===== config.mk =====
export PLATFORM = sky130hd
export DESIGN_NAME = frame_bitmap_allocator
export DESIGN_NICKNAME = d
export VERILOG_FILES = /design/src/hdl/fba_pkg.sv /design/src/hdl/frame_bitmap_allocator.sv /design/src/hdl/fba_ctrl.sv /design/src/hdl/fba_dp.sv
export SDC_FILE = /design/constraint.sdc
export NUM_CORES = 2
export LEC_CHECK = 0
export BUFFER_PORTS_ARGS = -buffer_cell sky130_fd_sc_hd__buf_2
export CAP_MARGIN = 25
export CELL_PAD_IN_SITES_DETAIL_PLACEMENT = 1
export CELL_PAD_IN_SITES_GLOBAL_PLACEMENT = 2
export CORE_MARGIN = 2
export CORE_UTILIZATION = 45
export CTS_BUF_LIST = sky130_fd_sc_hd__clkbuf_16
export DETAILED_ROUTE_END_ITERATION = 7
export GPL_TIMING_DRIVEN = 0
export PLACE_DENSITY_LB_ADDON = 0.3
export RECOVER_POWER = 25
export SYNTH_ARGS = -nofsm -noshare
export SYNTH_HDL_FRONTEND = slang
export SYNTH_SLANG_ARGS = --single-unit

===== constraint.sdc =====
create_clock -name clk -period 7.3 [get_ports clk]
set_input_delay 0.73 -clock clk [delete_from_list [all_inputs] [get_ports clk]]
set_output_delay 0.73 -clock clk [all_outputs]
set_load 0.01 [all_outputs]

===== src/hdl/fba_pkg.sv =====
// Shared types, constants and codes for the frame bitmap allocator.
`default_nettype none

package fba_pkg;

  // Map geometry
  localparam int MAX_FRAMES = 1024;
  localparam int WORD_W     = 32;
  localparam int BIT_W      = $clog2(WORD_W);
  localparam int ROWS       = MAX_FRAMES / WORD_W;
  localparam int ROW_W      = $clog2(ROWS);

  // Field widths
  localparam int IDX_W      = 10;
  localparam int CNT_W      = 11;
  localparam int CFG_W      = 11;
  localparam int CFG_IDX_W  = 1;

  localparam logic [CNT_W-1:0] MAX_FRAMES_C = CNT_W'(MAX_FRAMES);

  // Configuration register indexes
  localparam logic [CFG_IDX_W-1:0] CFG_BASE_FRAME  = 1'd0;
  localparam logic [CFG_IDX_W-1:0] CFG_FRAME_COUNT = 1'd1;

  // Opcodes
  localparam logic [1:0] OP_ALLOC_ANY = 2'd0;
  localparam logic [1:0] OP_ALLOC_AT  = 2'd1;
  localparam logic [1:0] OP_FREE      = 2'd2;

  // Result status codes
  localparam logic [2:0] ST_OK        = 3'd0;
  localparam logic [2:0] ST_BELOW_MIN = 3'd1;
  localparam logic [2:0] ST_OVER_LIM  = 3'd2;
  localparam logic [2:0] ST_ALREADY_A = 3'd3;
  localparam logic [2:0] ST_ALREADY_F = 3'd4;
  localparam logic [2:0] ST_NONE_FREE = 3'd5;
  localparam logic [2:0] ST_BAD_OP    = 3'd6;

  typedef struct packed {
    logic [1:0]       opcode;
    logic [IDX_W-1:0] frame_index;
  } fba_in_t;

  typedef struct packed {
    logic             ok;
    logic [IDX_W-1:0] frame_out;
    logic [2:0]       status;
    logic [CNT_W-1:0] allocated_total;
  } fba_out_t;

  // Controller -> datapath
  typedef struct packed {
    logic load;     // latch request, set row pointer
    logic rd_en;    // read map row at row pointer
    logic advance;  // step to next row
    logic finish;   // commit write/count, push result
  } fba_cmd_t;

  // Datapath -> controller
  typedef struct packed {
    logic done;     // evaluated row settles the request
    logic out_free; // result register can take a transfer
  } fba_stat_t;

endpackage

`default_nettype wire


===== src/hdl/frame_bitmap_allocator.sv =====
// Top level of the frame bitmap allocator: controller plus datapath.
//
// Usage:
//   Input channel in_valid/in_stall/in_data carries one request per transfer:
//   allocate lowest free frame, claim a given frame, or free a given frame.
//   Output channel out_valid/out_stall/out_data returns exactly one result
//   per request: ok flag, frame number, status code, allocated count.
//   Config port cfg_we/cfg_index/cfg_wdata sets the lowest usable frame
//   (index 0) and the frame count (index 1); write only with nothing in flight.
// Sequence:
//   Claim/free: accept, row read, evaluate.
//   Allocate-any: accept, then one row read and one evaluate step per row for
//   N = 1..32 map rows of 32 frames, scanned from the row holding the lowest
//   usable frame. One request at a time, so a new one is taken only after
//   the last is done; in_stall is high from accept until the result is
//   written into the output register.
// Reset (rst_n low, synchronous): every frame free via per-row valid bits,
//   count zero, lowest usable frame 0, frame count 1024. No clearing pass.
// Receiver stall: the result waits in the output register; the next request
//   is still accepted and worked on, then held in its last cycle until drained.
`default_nettype none

module frame_bitmap_allocator (
  input  wire logic                          clk,
  input  wire logic                          rst_n,
  input  wire logic                          in_valid,
  output logic                               in_stall,
  input  wire fba_pkg::fba_in_t              in_data,
  output logic                               out_valid,
  input  wire logic                          out_stall,
  output fba_pkg::fba_out_t                  out_data,
  input  wire logic                          cfg_we,
  input  wire logic [fba_pkg::CFG_IDX_W-1:0] cfg_index,
  input  wire logic [fba_pkg::CFG_W-1:0]     cfg_wdata
);
  import fba_pkg::*;

  fba_cmd_t  cmd;
  fba_stat_t stat;

  // Sequencer: accept, read row, evaluate / step, commit
  fba_ctrl u_ctrl (
    .clk      (clk),
    .rst_n    (rst_n),
    .in_valid (in_valid),
    .in_stall (in_stall),
    .stat     (stat),
    .cmd      (cmd)
  );

  // Map rows, range checks, first-free search, count, result register
  fba_dp u_dp (
    .clk       (clk),
    .rst_n     (rst_n),
    .in_data   (in_data),
    .cfg_we    (cfg_we),
    .cfg_index (cfg_index),
    .cfg_wdata (cfg_wdata),
    .cmd       (cmd),
    .stat      (stat),
    .out_valid (out_valid),
    .out_stall (out_stall),
    .out_data  (out_data)
  );

`ifndef SYNTHESIS
  a_accept_only_idle: assert property (@(posedge clk) disable iff (!rst_n)
    cmd.load |-> !in_stall)
    else $error("frame_bitmap_allocator: load while busy");

  a_result_after_finish: assert property (@(posedge clk) disable iff (!rst_n)
    cmd.finish |=> out_valid)
    else $error("frame_bitmap_allocator: committed request gave no result");

  a_busy_after_accept: assert property (@(posedge clk) disable iff (!rst_n)
    (in_valid && !in_stall) |=> in_stall)
    else $error("frame_bitmap_allocator: second request taken while busy");
`endif

endmodule

`default_nettype wire


===== src/hdl/fba_ctrl.sv =====
// Sequencing state machine for the frame bitmap allocator.
`default_nettype none

module fba_ctrl (
  input  wire logic              clk,
  input  wire logic              rst_n,
  input  wire logic              in_valid,
  output logic                   in_stall,
  input  wire fba_pkg::fba_stat_t stat,
  output fba_pkg::fba_cmd_t      cmd
);
  import fba_pkg::*;

  typedef enum logic [1:0] {
    S_IDLE,
    S_READ,
    S_EVAL
  } state_t;

  state_t state_r, state_nxt;

  always_comb begin
    state_nxt   = state_r;
    cmd         = '0;
    unique case (state_r)
      S_IDLE: begin
        if (in_valid) begin
          cmd.load  = 1'b1;
          state_nxt = S_READ;
        end
      end
      S_READ: begin
        cmd.rd_en = 1'b1;
        state_nxt = S_EVAL;
      end
      S_EVAL: begin
        if (!stat.done) begin
          cmd.advance = 1'b1;
          state_nxt   = S_READ;
        end else if (stat.out_free) begin
          cmd.finish = 1'b1;
          state_nxt  = S_IDLE;
        end
      end
      default: state_nxt = S_IDLE;
    endcase
  end

  assign in_stall = (state_r != S_IDLE);

  always_ff @(posedge clk) begin
    if (!rst_n) begin
      state_r <= S_IDLE;
    end else begin
      state_r <= state_nxt;
    end
  end

`ifndef SYNTHESIS
  a_cmd_onehot: assert property (@(posedge clk) disable iff (!rst_n)
    $onehot0({cmd.load, cmd.rd_en, cmd.advance, cmd.finish}))
    else $error("fba_ctrl: more than one command at once");

  a_load_then_read: assert property (@(posedge clk) disable iff (!rst_n)
    cmd.load |=> cmd.rd_en)
    else $error("fba_ctrl: accepted request not followed by a map read");

  a_advance_then_read: assert property (@(posedge clk) disable iff (!rst_n)
    cmd.advance |=> cmd.rd_en)
    else $error("fba_ctrl: row step not followed by a map read");
`endif

endmodule

`default_nettype wire


===== src/hdl/fba_dp.sv =====
// Map memory, config registers, row evaluation and result register.
`default_nettype none

module fba_dp (
  input  wire logic                         clk,
  input  wire logic                         rst_n,
  input  wire fba_pkg::fba_in_t             in_data,
  input  wire logic                         cfg_we,
  input  wire logic [fba_pkg::CFG_IDX_W-1:0] cfg_index,
  input  wire logic [fba_pkg::CFG_W-1:0]    cfg_wdata,
  input  wire fba_pkg::fba_cmd_t            cmd,
  output fba_pkg::fba_stat_t                stat,
  output logic                              out_valid,
  input  wire logic                         out_stall,
  output fba_pkg::fba_out_t                 out_data
);
  import fba_pkg::*;

  // Config
  logic [CNT_W-1:0] min_r, fcnt_r;
  // Request
  logic [1:0]       op_r;
  logic [IDX_W-1:0] idx_r;
  logic [ROW_W-1:0] row_r;
  // Map storage: one row of WORD_W frames per entry; valid bit per row
  logic [WORD_W-1:0] mem [ROWS];
  logic [ROWS-1:0]   row_valid_r;
  logic [WORD_W-1:0] rdata_r;
  logic              rvalid_r;
  // Count and result
  logic [CNT_W-1:0]  count_r, count_nxt;
  logic              out_valid_r;
  fba_out_t          out_data_r, res;

  logic [CNT_W-1:0]  lim;
  logic [WORD_W-1:0] word, in_rng, free_v, wdata;
  logic              found, wr_en, done, empty_rng, scan_end, cur_bit;
  logic [BIT_W-1:0]  pos;
  logic [CNT_W-1:0]  next_start, idx_ext;

  assign lim       = (fcnt_r > MAX_FRAMES_C) ? MAX_FRAMES_C : fcnt_r;
  assign word      = rvalid_r ? rdata_r : '0;
  assign empty_rng = (min_r >= lim);
  assign next_start = {(CNT_W - BIT_W)'({1'b0, row_r} + 1'b1), BIT_W'(0)};
  assign scan_end  = (next_start >= lim);
  assign idx_ext   = {1'b0, idx_r};
  assign cur_bit   = word[idx_r[BIT_W-1:0]];

  // Per-bit range mask for the current row
  always_comb begin
    logic [CNT_W-1:0] f;
    for (int b = 0; b < WORD_W; b++) begin
      f         = {1'b0, row_r, BIT_W'(b)};
      in_rng[b] = (f >= min_r) && (f < lim);
    end
  end

  assign free_v = ~word & in_rng;

  // Lowest free bit
  always_comb begin
    found = 1'b0;
    pos   = '0;
    for (int b = WORD_W - 1; b >= 0; b--) begin
      if (free_v[b]) begin
        found = 1'b1;
        pos   = BIT_W'(b);
      end
    end
  end

  // Row evaluation
  always_comb begin
    res        = '0;
    res.frame_out = idx_r;
    wr_en      = 1'b0;
    wdata      = word;
    count_nxt  = count_r;
    done       = 1'b1;
    case (op_r) inside
      OP_ALLOC_ANY: begin
        res.status    = ST_NONE_FREE;
        res.frame_out = '0;
        if (!empty_rng && found) begin
          res.ok        = 1'b1;
          res.status    = ST_OK;
          res.frame_out = {row_r, pos};
          wr_en         = 1'b1;
          wdata         = word | (WORD_W'(1) << pos);
          count_nxt     = count_r + 1'b1;
        end else begin
          done = empty_rng || scan_end;
        end
      end
      OP_ALLOC_AT, OP_FREE: begin
        if (idx_ext < min_r) begin
          res.status = ST_BELOW_MIN;
        end else if (idx_ext >= lim) begin
          res.status = ST_OVER_LIM;
        end else if (op_r == OP_ALLOC_AT && cur_bit) begin
          res.status = ST_ALREADY_A;
        end else if (op_r == OP_FREE && !cur_bit) begin
          res.status = ST_ALREADY_F;
        end else begin
          res.ok     = 1'b1;
          res.status = ST_OK;
          wr_en      = 1'b1;
          if (op_r == OP_ALLOC_AT) begin
            wdata     = word | (WORD_W'(1) << idx_r[BIT_W-1:0]);
            count_nxt = count_r + 1'b1;
          end else begin
            wdata     = word & ~(WORD_W'(1) << idx_r[BIT_W-1:0]);
            count_nxt = count_r - 1'b1;
          end
        end
      end
      default: res.status = ST_BAD_OP;
    endcase
    res.allocated_total = count_nxt;
  end

  assign stat.done     = done;
  assign stat.out_free = !out_valid_r || !out_stall;

  // Memory and payload registers
  always_ff @(posedge clk) begin
    if (cmd.finish && wr_en) begin
      mem[row_r] <= wdata;
    end
    if (cmd.rd_en) begin
      rdata_r  <= mem[row_r];
      rvalid_r <= row_valid_r[row_r];
    end
    if (cmd.load) begin
      op_r  <= in_data.opcode;
      idx_r <= in_data.frame_index;
    end
    if (cmd.load) begin
      row_r <= (in_data.opcode == OP_ALLOC_ANY) ? min_r[IDX_W-1:BIT_W]
                                                : in_data.frame_index[IDX_W-1:BIT_W];
    end else if (cmd.advance) begin
      row_r <= row_r + 1'b1;
    end
    if (cmd.finish) begin
      out_data_r <= res;
    end
  end

  // Control state
  always_ff @(posedge clk) begin
    if (!rst_n) begin
      min_r       <= '0;
      fcnt_r      <= MAX_FRAMES_C;
      row_valid_r <= '0;
      count_r     <= '0;
      out_valid_r <= 1'b0;
    end else begin
      if (cfg_we) begin
        unique case (cfg_index)
          CFG_BASE_FRAME:  min_r  <= cfg_wdata;
          CFG_FRAME_COUNT: fcnt_r <= cfg_wdata;
          default: ;
        endcase
      end
      if (cmd.finish && wr_en) begin
        row_valid_r[row_r] <= 1'b1;
      end
      if (cmd.finish) begin
        count_r     <= count_nxt;
        out_valid_r <= 1'b1;
      end else if (!out_stall) begin
        out_valid_r <= 1'b0;
      end
    end
  end

  assign out_valid = out_valid_r;
  assign out_data  = out_data_r;

`ifndef SYNTHESIS
  a_count_range: assert property (@(posedge clk) disable iff (!rst_n)
    count_r <= MAX_FRAMES_C)
    else $error("fba_dp: allocated count above map size");

  a_count_only_on_finish: assert property (@(posedge clk) disable iff (!rst_n)
    !cmd.finish |=> count_r == $past(count_r))
    else $error("fba_dp: count moved without a committed request");

  a_finish_needs_slot: assert property (@(posedge clk) disable iff (!rst_n)
    cmd.finish |-> stat.out_free)
    else $error("fba_dp: result pushed over an untaken result");
`endif

endmodule

`default_nettype wire


Word level (Yosys, flattened, before mapping)
Memory sizes are Yosys's and may differ from the RTL's. A register that Yosys moved wholly into a read port is not among the register bits.
Cells that the tools add are included.
- bits in registers: 111
- memory bits (writable): 1024
- input bits: 29
- output and inout port bits: 27
- memories: 1
- $add $sub $neg: 4
- magnitude comparators: 72
- eq/ne operators: 7
- shift-type cells: 2
- mux-type cells: 124
- bitwise logic cells: 8
- reduce and logical (&&, ||, !) cells: 52
- memories (name ; words ; width ; rd ports ; clocked after Yosys merged registers in ; write ports ; line ; RTL):
    u_dp.mem ; 32 ; 32 ; 1 ; 1 ; 1 ; fba_dp.sv:26 ; logic [WORD_W-1:0] mem [ROWS];
- operators with widths (kind ; count):
    10-bit by 11-bit >= comparator with 1-bit output ; 33
    10-bit by 11-bit less-than comparator with 1-bit output ; 33
    32-bit two-way mux ; 9
    5-bit two-way mux ; 35
    11-bit two-way mux ; 9
    32-bit bitwise OR ; 3
    32-bit bitwise AND ; 2
    32-bit NOT ; 2
    1-bit by 5-bit << shifter with 32-bit output, first input constant ; 2
    1-bit two-way mux ; 55
    1-bit logical AND ; 37
    11-bit >= comparator ; 2
    3-bit two-way mux ; 6
    14-bit two-way mux ; 1
    5-bit by 6-bit less-than comparator with 1-bit output, second input constant ; 2
    11-bit by 1-bit adder with 11-bit output, second input constant ; 1
    11-bit > comparator, second input constant ; 1
    11-bit by 1-bit subtractor with 11-bit output, second input constant ; 1
    1-bit binary-select mux with 5-bit select ; 2
    10-bit two-way mux ; 1
    2-bit two-way mux ; 4
    5-bit by 1-bit adder with 6-bit output, second input constant ; 1
    2-bit logical NOT ; 3
    2-bit one-hot mux with 3 select lines ; 1
    14 further kinds ; 23

Longest topological paths before layout
- word-level depth: 45
- gate-level depth with buffers: 19

Cells and area by module
A second synthesis with hierarchy kept.
- cells, all modules: 2768
- area, all modules: 48670.4 um^2
- by module, submodules not included (module ; times used ; cells each ; area each (um^2)):
    fba_dp ; 1 ; 2753 ; 48542.8
    fba_ctrl ; 1 ; 15 ; 127.6

Worst setup path before layout
Ideal clock, no wire load.
- path kind: reg2reg
- start point: register u_dp.row_r[0]
- end point: memory u_dp.mem[0][0], enable pin
- setup time: 0.421 ns
- arrival time: 5.966 ns
- data required time: 6.879 ns
- setup slack: 0.912 ns
- cell stages (with the launch flop): 20
- period minus slack after synthesis: 6.388 ns
- path through: edfxtp_1 > clkbuf_1 > buf_1 > buf_1 > inv_1 > ha_1 > clkbuf_1 > and4b_1 > clkbuf_1 > a31oi_1 > o21ai_0 > a211oi_1 > nor2_1 > and4_4 > and2_4 > buf_6 > a211oi_4 > nand2_4 > buf_6 > nor2_1
- longest elaborated chain between the ends: 43
- elaborated cells on any way between the ends: 142
- classes of those cells: add/sub (1); order compare (65); mux (40); bitwise (1); reduce/logical (35)
- RTL lines (what ; line ; RTL):
    start: declaration ; fba_dp.sv:24 ; logic [ROW_W-1:0] row_r;
    start signal: assignment ; fba_dp.sv:139 ; row_r <= (in_data.opcode == OP_ALLOC_ANY) ? min_r[IDX_W-1:BIT_W]
    start signal: assignment ; fba_dp.sv:142 ; row_r <= row_r + 1'b1;
    10-bit by 11-bit >= comparator with 1-bit output / 10-bit by 11-bit less-than comparator with 1-bit output (equally long branches) ; fba_dp.sv:54 ; in_rng[b] = (f >= min_r) && (f < lim);
    1-bit logical AND ; fba_dp.sv:54 ;
    32-bit bitwise AND ; fba_dp.sv:58 ; assign free_v = ~word & in_rng;
    1-bit two-way mux (32 in a row) ; fba_dp.sv:65 ; if (free_v[b]) begin
    1-bit logical AND ; fba_dp.sv:84 ; if (!empty_rng && found) begin
    1-bit two-way mux ; fba_dp.sv:84 ;
    1-bit two-way mux ; fba_dp.sv:80 ; case (op_r) inside
    1-bit two-way mux ; fba_ctrl.sv:37 ; if (!stat.done) begin
    2-bit two-way mux ; fba_ctrl.sv:25 ; unique case (state_r)
    1-bit logical AND ; fba_dp.sv:127 ; if (cmd.finish && wr_en) begin
    1-bit two-way mux ; fba_dp.sv:127 ;
    1-bit two-way mux (implied by the code) ; fba_dp.sv:128 ; mem[row_r] <= wdata;
    end: declaration ; fba_dp.sv:26 ;
Several ways; a longest one is shown, not always the timed one.

Final worst setup path
- start point: register u_dp.row_r[0]
- end point: memory u_dp.mem[6][4], enable pin
Same word-level chain as after synthesis.

==> results.md <==
- The most repeated library cell on the critical path is clkbuf_1.
- The area growth from synthesis to layout is 17.6%.
- The count of nets left with antenna violations once routing finished came out at 0.
- The quantity of I/O buffers inserted on ports is 54.
- The kind of critical path is flip-flop to flip-flop.
- The cell sitting at the root of the clock tree is a clkbuf_16.
- The final design utilization is 53.4%.
- Counting the fill cells in the layout gives 9,807.
- In this run the power density over the cells is 267 mW/mm².
- In the synthesized netlist the async set-or-reset flop fraction comes to 0%.
- The HPWL after detailed placement is 123,000 µm.
- The number of different library cells in the post-synthesis netlist is 97.
- Based on the critical path, the design can be clocked at up to approximately 140 MHz.
- The wire length of the first global-routing pass is 243,000 µm.
- Setup repair after global routing left no endpoint under its margin.
- The clock sink count is around 1.2k.
- The worst clock skew is ~0.068 ns.
- The endpoint type of the worst setup path is a flip-flop.
- From left edge to right edge, the die measures about 330 µm.
- The floorplan step defined a die boundary enclosing 0.111 mm².
- The final global-route overflow total is 0.
- The largest vdd supply drop is 0.251 mV.
- Counting along the longest clock path gives a buffer depth of 3.
- Walking the worst path, the cells encountered are buf_4 > clkbuf_1 > clkbuf_1 > buf_2 > buf_8 > inv_1 > ha_1 > and2_1 > clkbuf_1 > o2111ai_1 > a222oi_1 > nor3_1 > nand4b_1 > a21oi_1 > and2_4 > buf_6 > a211oi_4 > nand2_4 > buf_6 > nor2_1 > clkbuf_2.
- The overall via count from detail_route is around 30k.
- The cell area after synthesis is roughly 0.049 mm².
- The portion of the clock cycle consumed by the worst path in the final layout is around 97%.
- Dividing the detail-routed wire length by the instance count gives 37.6 µm.
- The endpoint of the most critical register-to-register path is u_dp.mem[6][4]$_DFFE_PP_.
- The worst hold path begins at in_data[4].
- After synthesis the netlist holds a flip-flop and latch count of 1,167.
- Counting the buffers created by CTS gives 115.
- The initial cell density of the core is 45.4%.
- The shortest period the worst path allows is 7.10 ns.
- The number of iterations in the first detailed-routing pass is 6.
- Averaged over all synthesized cells, the footprint is 17.6 µm².
- The count of warnings emitted by yosys is 0.
- The kind of cell adding the most delay to the critical path is buffers and inverters.
- Clock-pin slew was measured on the worst setup and hold paths at about 0.060 ns.
- The most frequent standard cell in the layout excluding fill and tap cells is edfxtp_1.
- The number of nets handed over by synthesis was 2,853.
- At the worst endpoint, the arrival time is between 7 and 8 ns.
- The tool flagged a number of max-cap violations equal to 1.
- Leaving out fill and tap cells, the most frequent cells in the layout are edfxtp_1 (1,099), mux4_2 (270), nand2_1 (202).
- The clock reaches the later pin of the worst-skew pair after approximately 0.74 ns.
- The final layout contains routed wiring with a total length of 173,000 µm.
- The initial antenna violation count is 12.
- The worst setup path is launched from a flip-flop.
- Among all stages on the critical path, the largest delay is contributed by clkbuf_2.
- At the pin with the least slew margin, the transition time is 1.82 ns.
- In the synthesized netlist the dominant register cell turns out to be edfxtp_1.
- The hold slack is 0.225 ns.
- The number of global-route vias before repair came to 31.3k.
- Headroom to the max-slew limit came out at -21.1%.
- The data required time of the critical path is 7.64 ns.
- The floorplan step defined a core boundary enclosing roughly 0.11 mm².
- For hold timing, the worst endpoint is u_dp.idx_r[4]$_DFFE_PP_.
- For this run, the total global-route usage over all layers was measured as 31.3%.
- The maximum single-stage delay on the critical path is around 0.70 ns.
- The largest driver fanout on the critical path is 18.
- For flop-to-flop paths, the worst setup slack is 0.20 ns.
- The number of buffers and inverters on the critical path is 10.
- The flow ran to the end, but the final reports show violations.
- The DRC violation count after routing is 0.
- Setup violations remaining at the end of the flow were counted as 0.
- The cell total after placement is 4,347.
- The number of hold-slack violations in the final timing report is 0.
- The worst register-to-register path begins at u_dp.row_r[0]$_DFFE_PP_.
- The max-slew violation count is 30.
- The leakage power total is 18.5 nW.
- The number of levels the H-tree was split into is 3.
- Entering global routing, the biggest net connects 33 pins.
- In this run, synthesis inferred around 1.1k flip-flops with an integrated enable.
- The vias per cell is roughly 6.6.
- The worst reg-to-reg path cell count is 21.
- The total power is 0.0153 W.
- The routability congestion estimate from global placement is a little over 0.9.
- The die is 333 µm tall.
- The checks that failed: max-capacitance violations, max-slew violations.
- After technology mapping, the gate count stands at 2,767.
- The floorplan row count is 120.
- The final non-filler cell total is 4,607.
- The class of the worst hold path is input port to flip-flop.
- Counting instances, the worst hold path has a depth of 1.
- The final net count is 3,188.
- The post-route netlist has a little under a quarter of its cells at a drive strength greater than 1.
- TritonCTS built the clock tree.
- The count of routing violations after the opening detailed-route iteration is 4,005.
- The share of the Yosys chip area taken by registers is 70.5%.
- The total I/O pin count is 56.
[final cells by class]
cell class / count / area [µm²] / share of cell area [%]
Sequential cell: 1167 / 34400 / 60.0
Multi-Input combinational cell: 1405 / 13800 / 24.2
Clock buffer: 115 / 2880 / 5.03
Timing Repair Buffer: 217 / 2650 / 4.63
Tap cell: 1403 / 1760 / 3.07
Clock inverter: 103 / 968 / 1.69
Buffer: 165 / 682 / 1.19
Inverter: 31 / 116 / 0.203
Antenna cell: 1 / 2.50 / 0.00437
[sequential cells by signal, summed over array words and instances (netlist names)]
name and flops:
u_ctrl.state_r 2, u_dp.out_data 25, u_dp.min_r 11, u_dp.count_r 11, u_dp.row_r 5, u_dp.rdata_r 32, u_dp.out_valid 1, u_dp.op_r 2
u_dp.mem 1024, u_dp.fcnt_r 11, u_dp.rvalid_r 1, u_dp.row_valid_r 32, u_dp.idx_r 10
[routing by layer]
layer	track usage, %	part of all wire [%]	vias up
li1	-	-	12077
met1	39.9	37	15945
met2	51.9	49	1748
met3	6.22	8.7	475
met4	14.2	5.4	14
met5	0	0.064	-
[per-stage QoR]
| step | instance area (µm²) | TNS [ns] | setup slack, ns |
|---|---|---|---|
| floorplan | 48700 | 0 | 0.912 |
| CTS | 57600 | 0 | 0.0242 |
| detailed placement | 53500 | -323.84 | -0.556 |
| finish | 57300 | 0 | 0.202 |
| global route | 57300 | 0 | 0.00932 |
| global placement | 50700 | -7432.23 | -4.79 |
[power breakdown]
part           internal [W]  switching [W]  total (W)
Clock               0.00338        0.00264    0.00602
Sequential          0.00741      0.0000475    0.00745
Combinational      0.000637        0.00119    0.00183
[worst max path at each step]
stage                       startpoint                    endpoint  slack, ns  cells after the start
4_1_cts        u_dp.row_r[0]$_DFFE_PP_   u_dp.mem[14][4]$_DFFE_PP_       0.02                     21
3_3_place_gp   u_dp.row_r[0]$_DFFE_PP_   u_dp.mem[2][23]$_DFFE_PP_      -4.79                     18
3_5_place_dp   u_dp.row_r[0]$_DFFE_PP_  u_dp.mem[10][21]$_DFFE_PP_      -0.56                     20
2_1_floorplan  u_dp.row_r[0]$_DFFE_PP_    u_dp.mem[0][0]$_DFFE_PP_       0.91                     19
5_1_grt        u_dp.row_r[0]$_DFFE_PP_  u_dp.mem[20][16]$_DFFE_PP_      0.009                     21
6_report       u_dp.row_r[0]$_DFFE_PP_    u_dp.mem[6][4]$_DFFE_PP_       0.20                     21
[what timing repair did]
| item | CTS | global route |
|---|---|---|
| pin swaps | 13 | 7 |
| hold buffers | 0 | 0 |
| setup buffers | 18 | 10 |
| resized for setup | 4 | 0 |
| setup endpoints to repair | 1174 | 695 |
| cloned | 1 | 0 |
[cells by family (layout without fill, tap and decap cells)]
| logic type | count (synthesis) | count (layout) | share of synthesized area (%) |
|---|---|---|---|
| AOI/OAI and AO/OA | 503 | 504 | 7.53 |
| xor gates and xnor gates | 15 | 15 | 0.270 |
| adders and majority gates | 57 | 57 | 1.46 |
| buffers and inverters | 196 | 631 | 1.64 |
| DFF | 1167 | 1167 | 70.5 |
| muxes | 292 | 292 | 12.9 |
| other | 0 | 1 | 0 |
| and+or+nand+nor | 537 | 537 | 5.61 |
[Yosys cell counts (8+ instances only)]
master,instances,area share [%]
and2_1,22,0.28
nand2_1,202,1.6
o21bai_1,9,0.14
a22o_1,9,0.16
xnor2_1,11,0.20
or3_1,9,0.12
nor3_1,26,0.27
ha_1,57,1.5
o21a_1,11,0.17
mux4_2,270,12
a22oi_1,140,2.2
nor2_1,99,0.76
a21o_1,15,0.23
nor4_1,8,0.10
and3_1,12,0.15
inv_1,31,0.24
clkbuf_1,112,0.86
o221ai_1,16,0.29
a31oi_1,12,0.15
nand3_1,25,0.26
a21oi_1,55,0.57
a211oi_1,12,0.18
dfxtp_1,68,2.8
o31ai_1,13,0.20
nand2b_1,22,0.28
o21ai_1,20,0.21
o21ai_0,58,0.60
o211ai_1,16,0.25
o22ai_1,8,0.10
edfxtp_1,1099,68
nor2b_1,12,0.15
a21boi_0,27,0.42
buf_1,31,0.24
mux2i_1,18,0.37
nand4_1,42,0.54
buf_2,15,0.15
[worst reg2reg max path, cell delays in order (launching register included)]
cell	delay, ns
edfxtp_1	0.32
buf_4	0.19
clkbuf_1	0.35
clkbuf_1	0.38
buf_2	0.34
buf_8	0.20
inv_1	0.22
ha_1	0.45
and2_1	0.19
clkbuf_1	0.38
o2111ai_1	0.22
a222oi_1	0.63
nor3_1	0.16
nand4b_1	0.19
a21oi_1	0.20
and2_4	0.23
buf_6	0.14
a211oi_4	0.59
nand2_4	0.20
buf_6	0.22
nor2_1	0.17
clkbuf_2	0.70
Power figures use the tool's default switching activity.
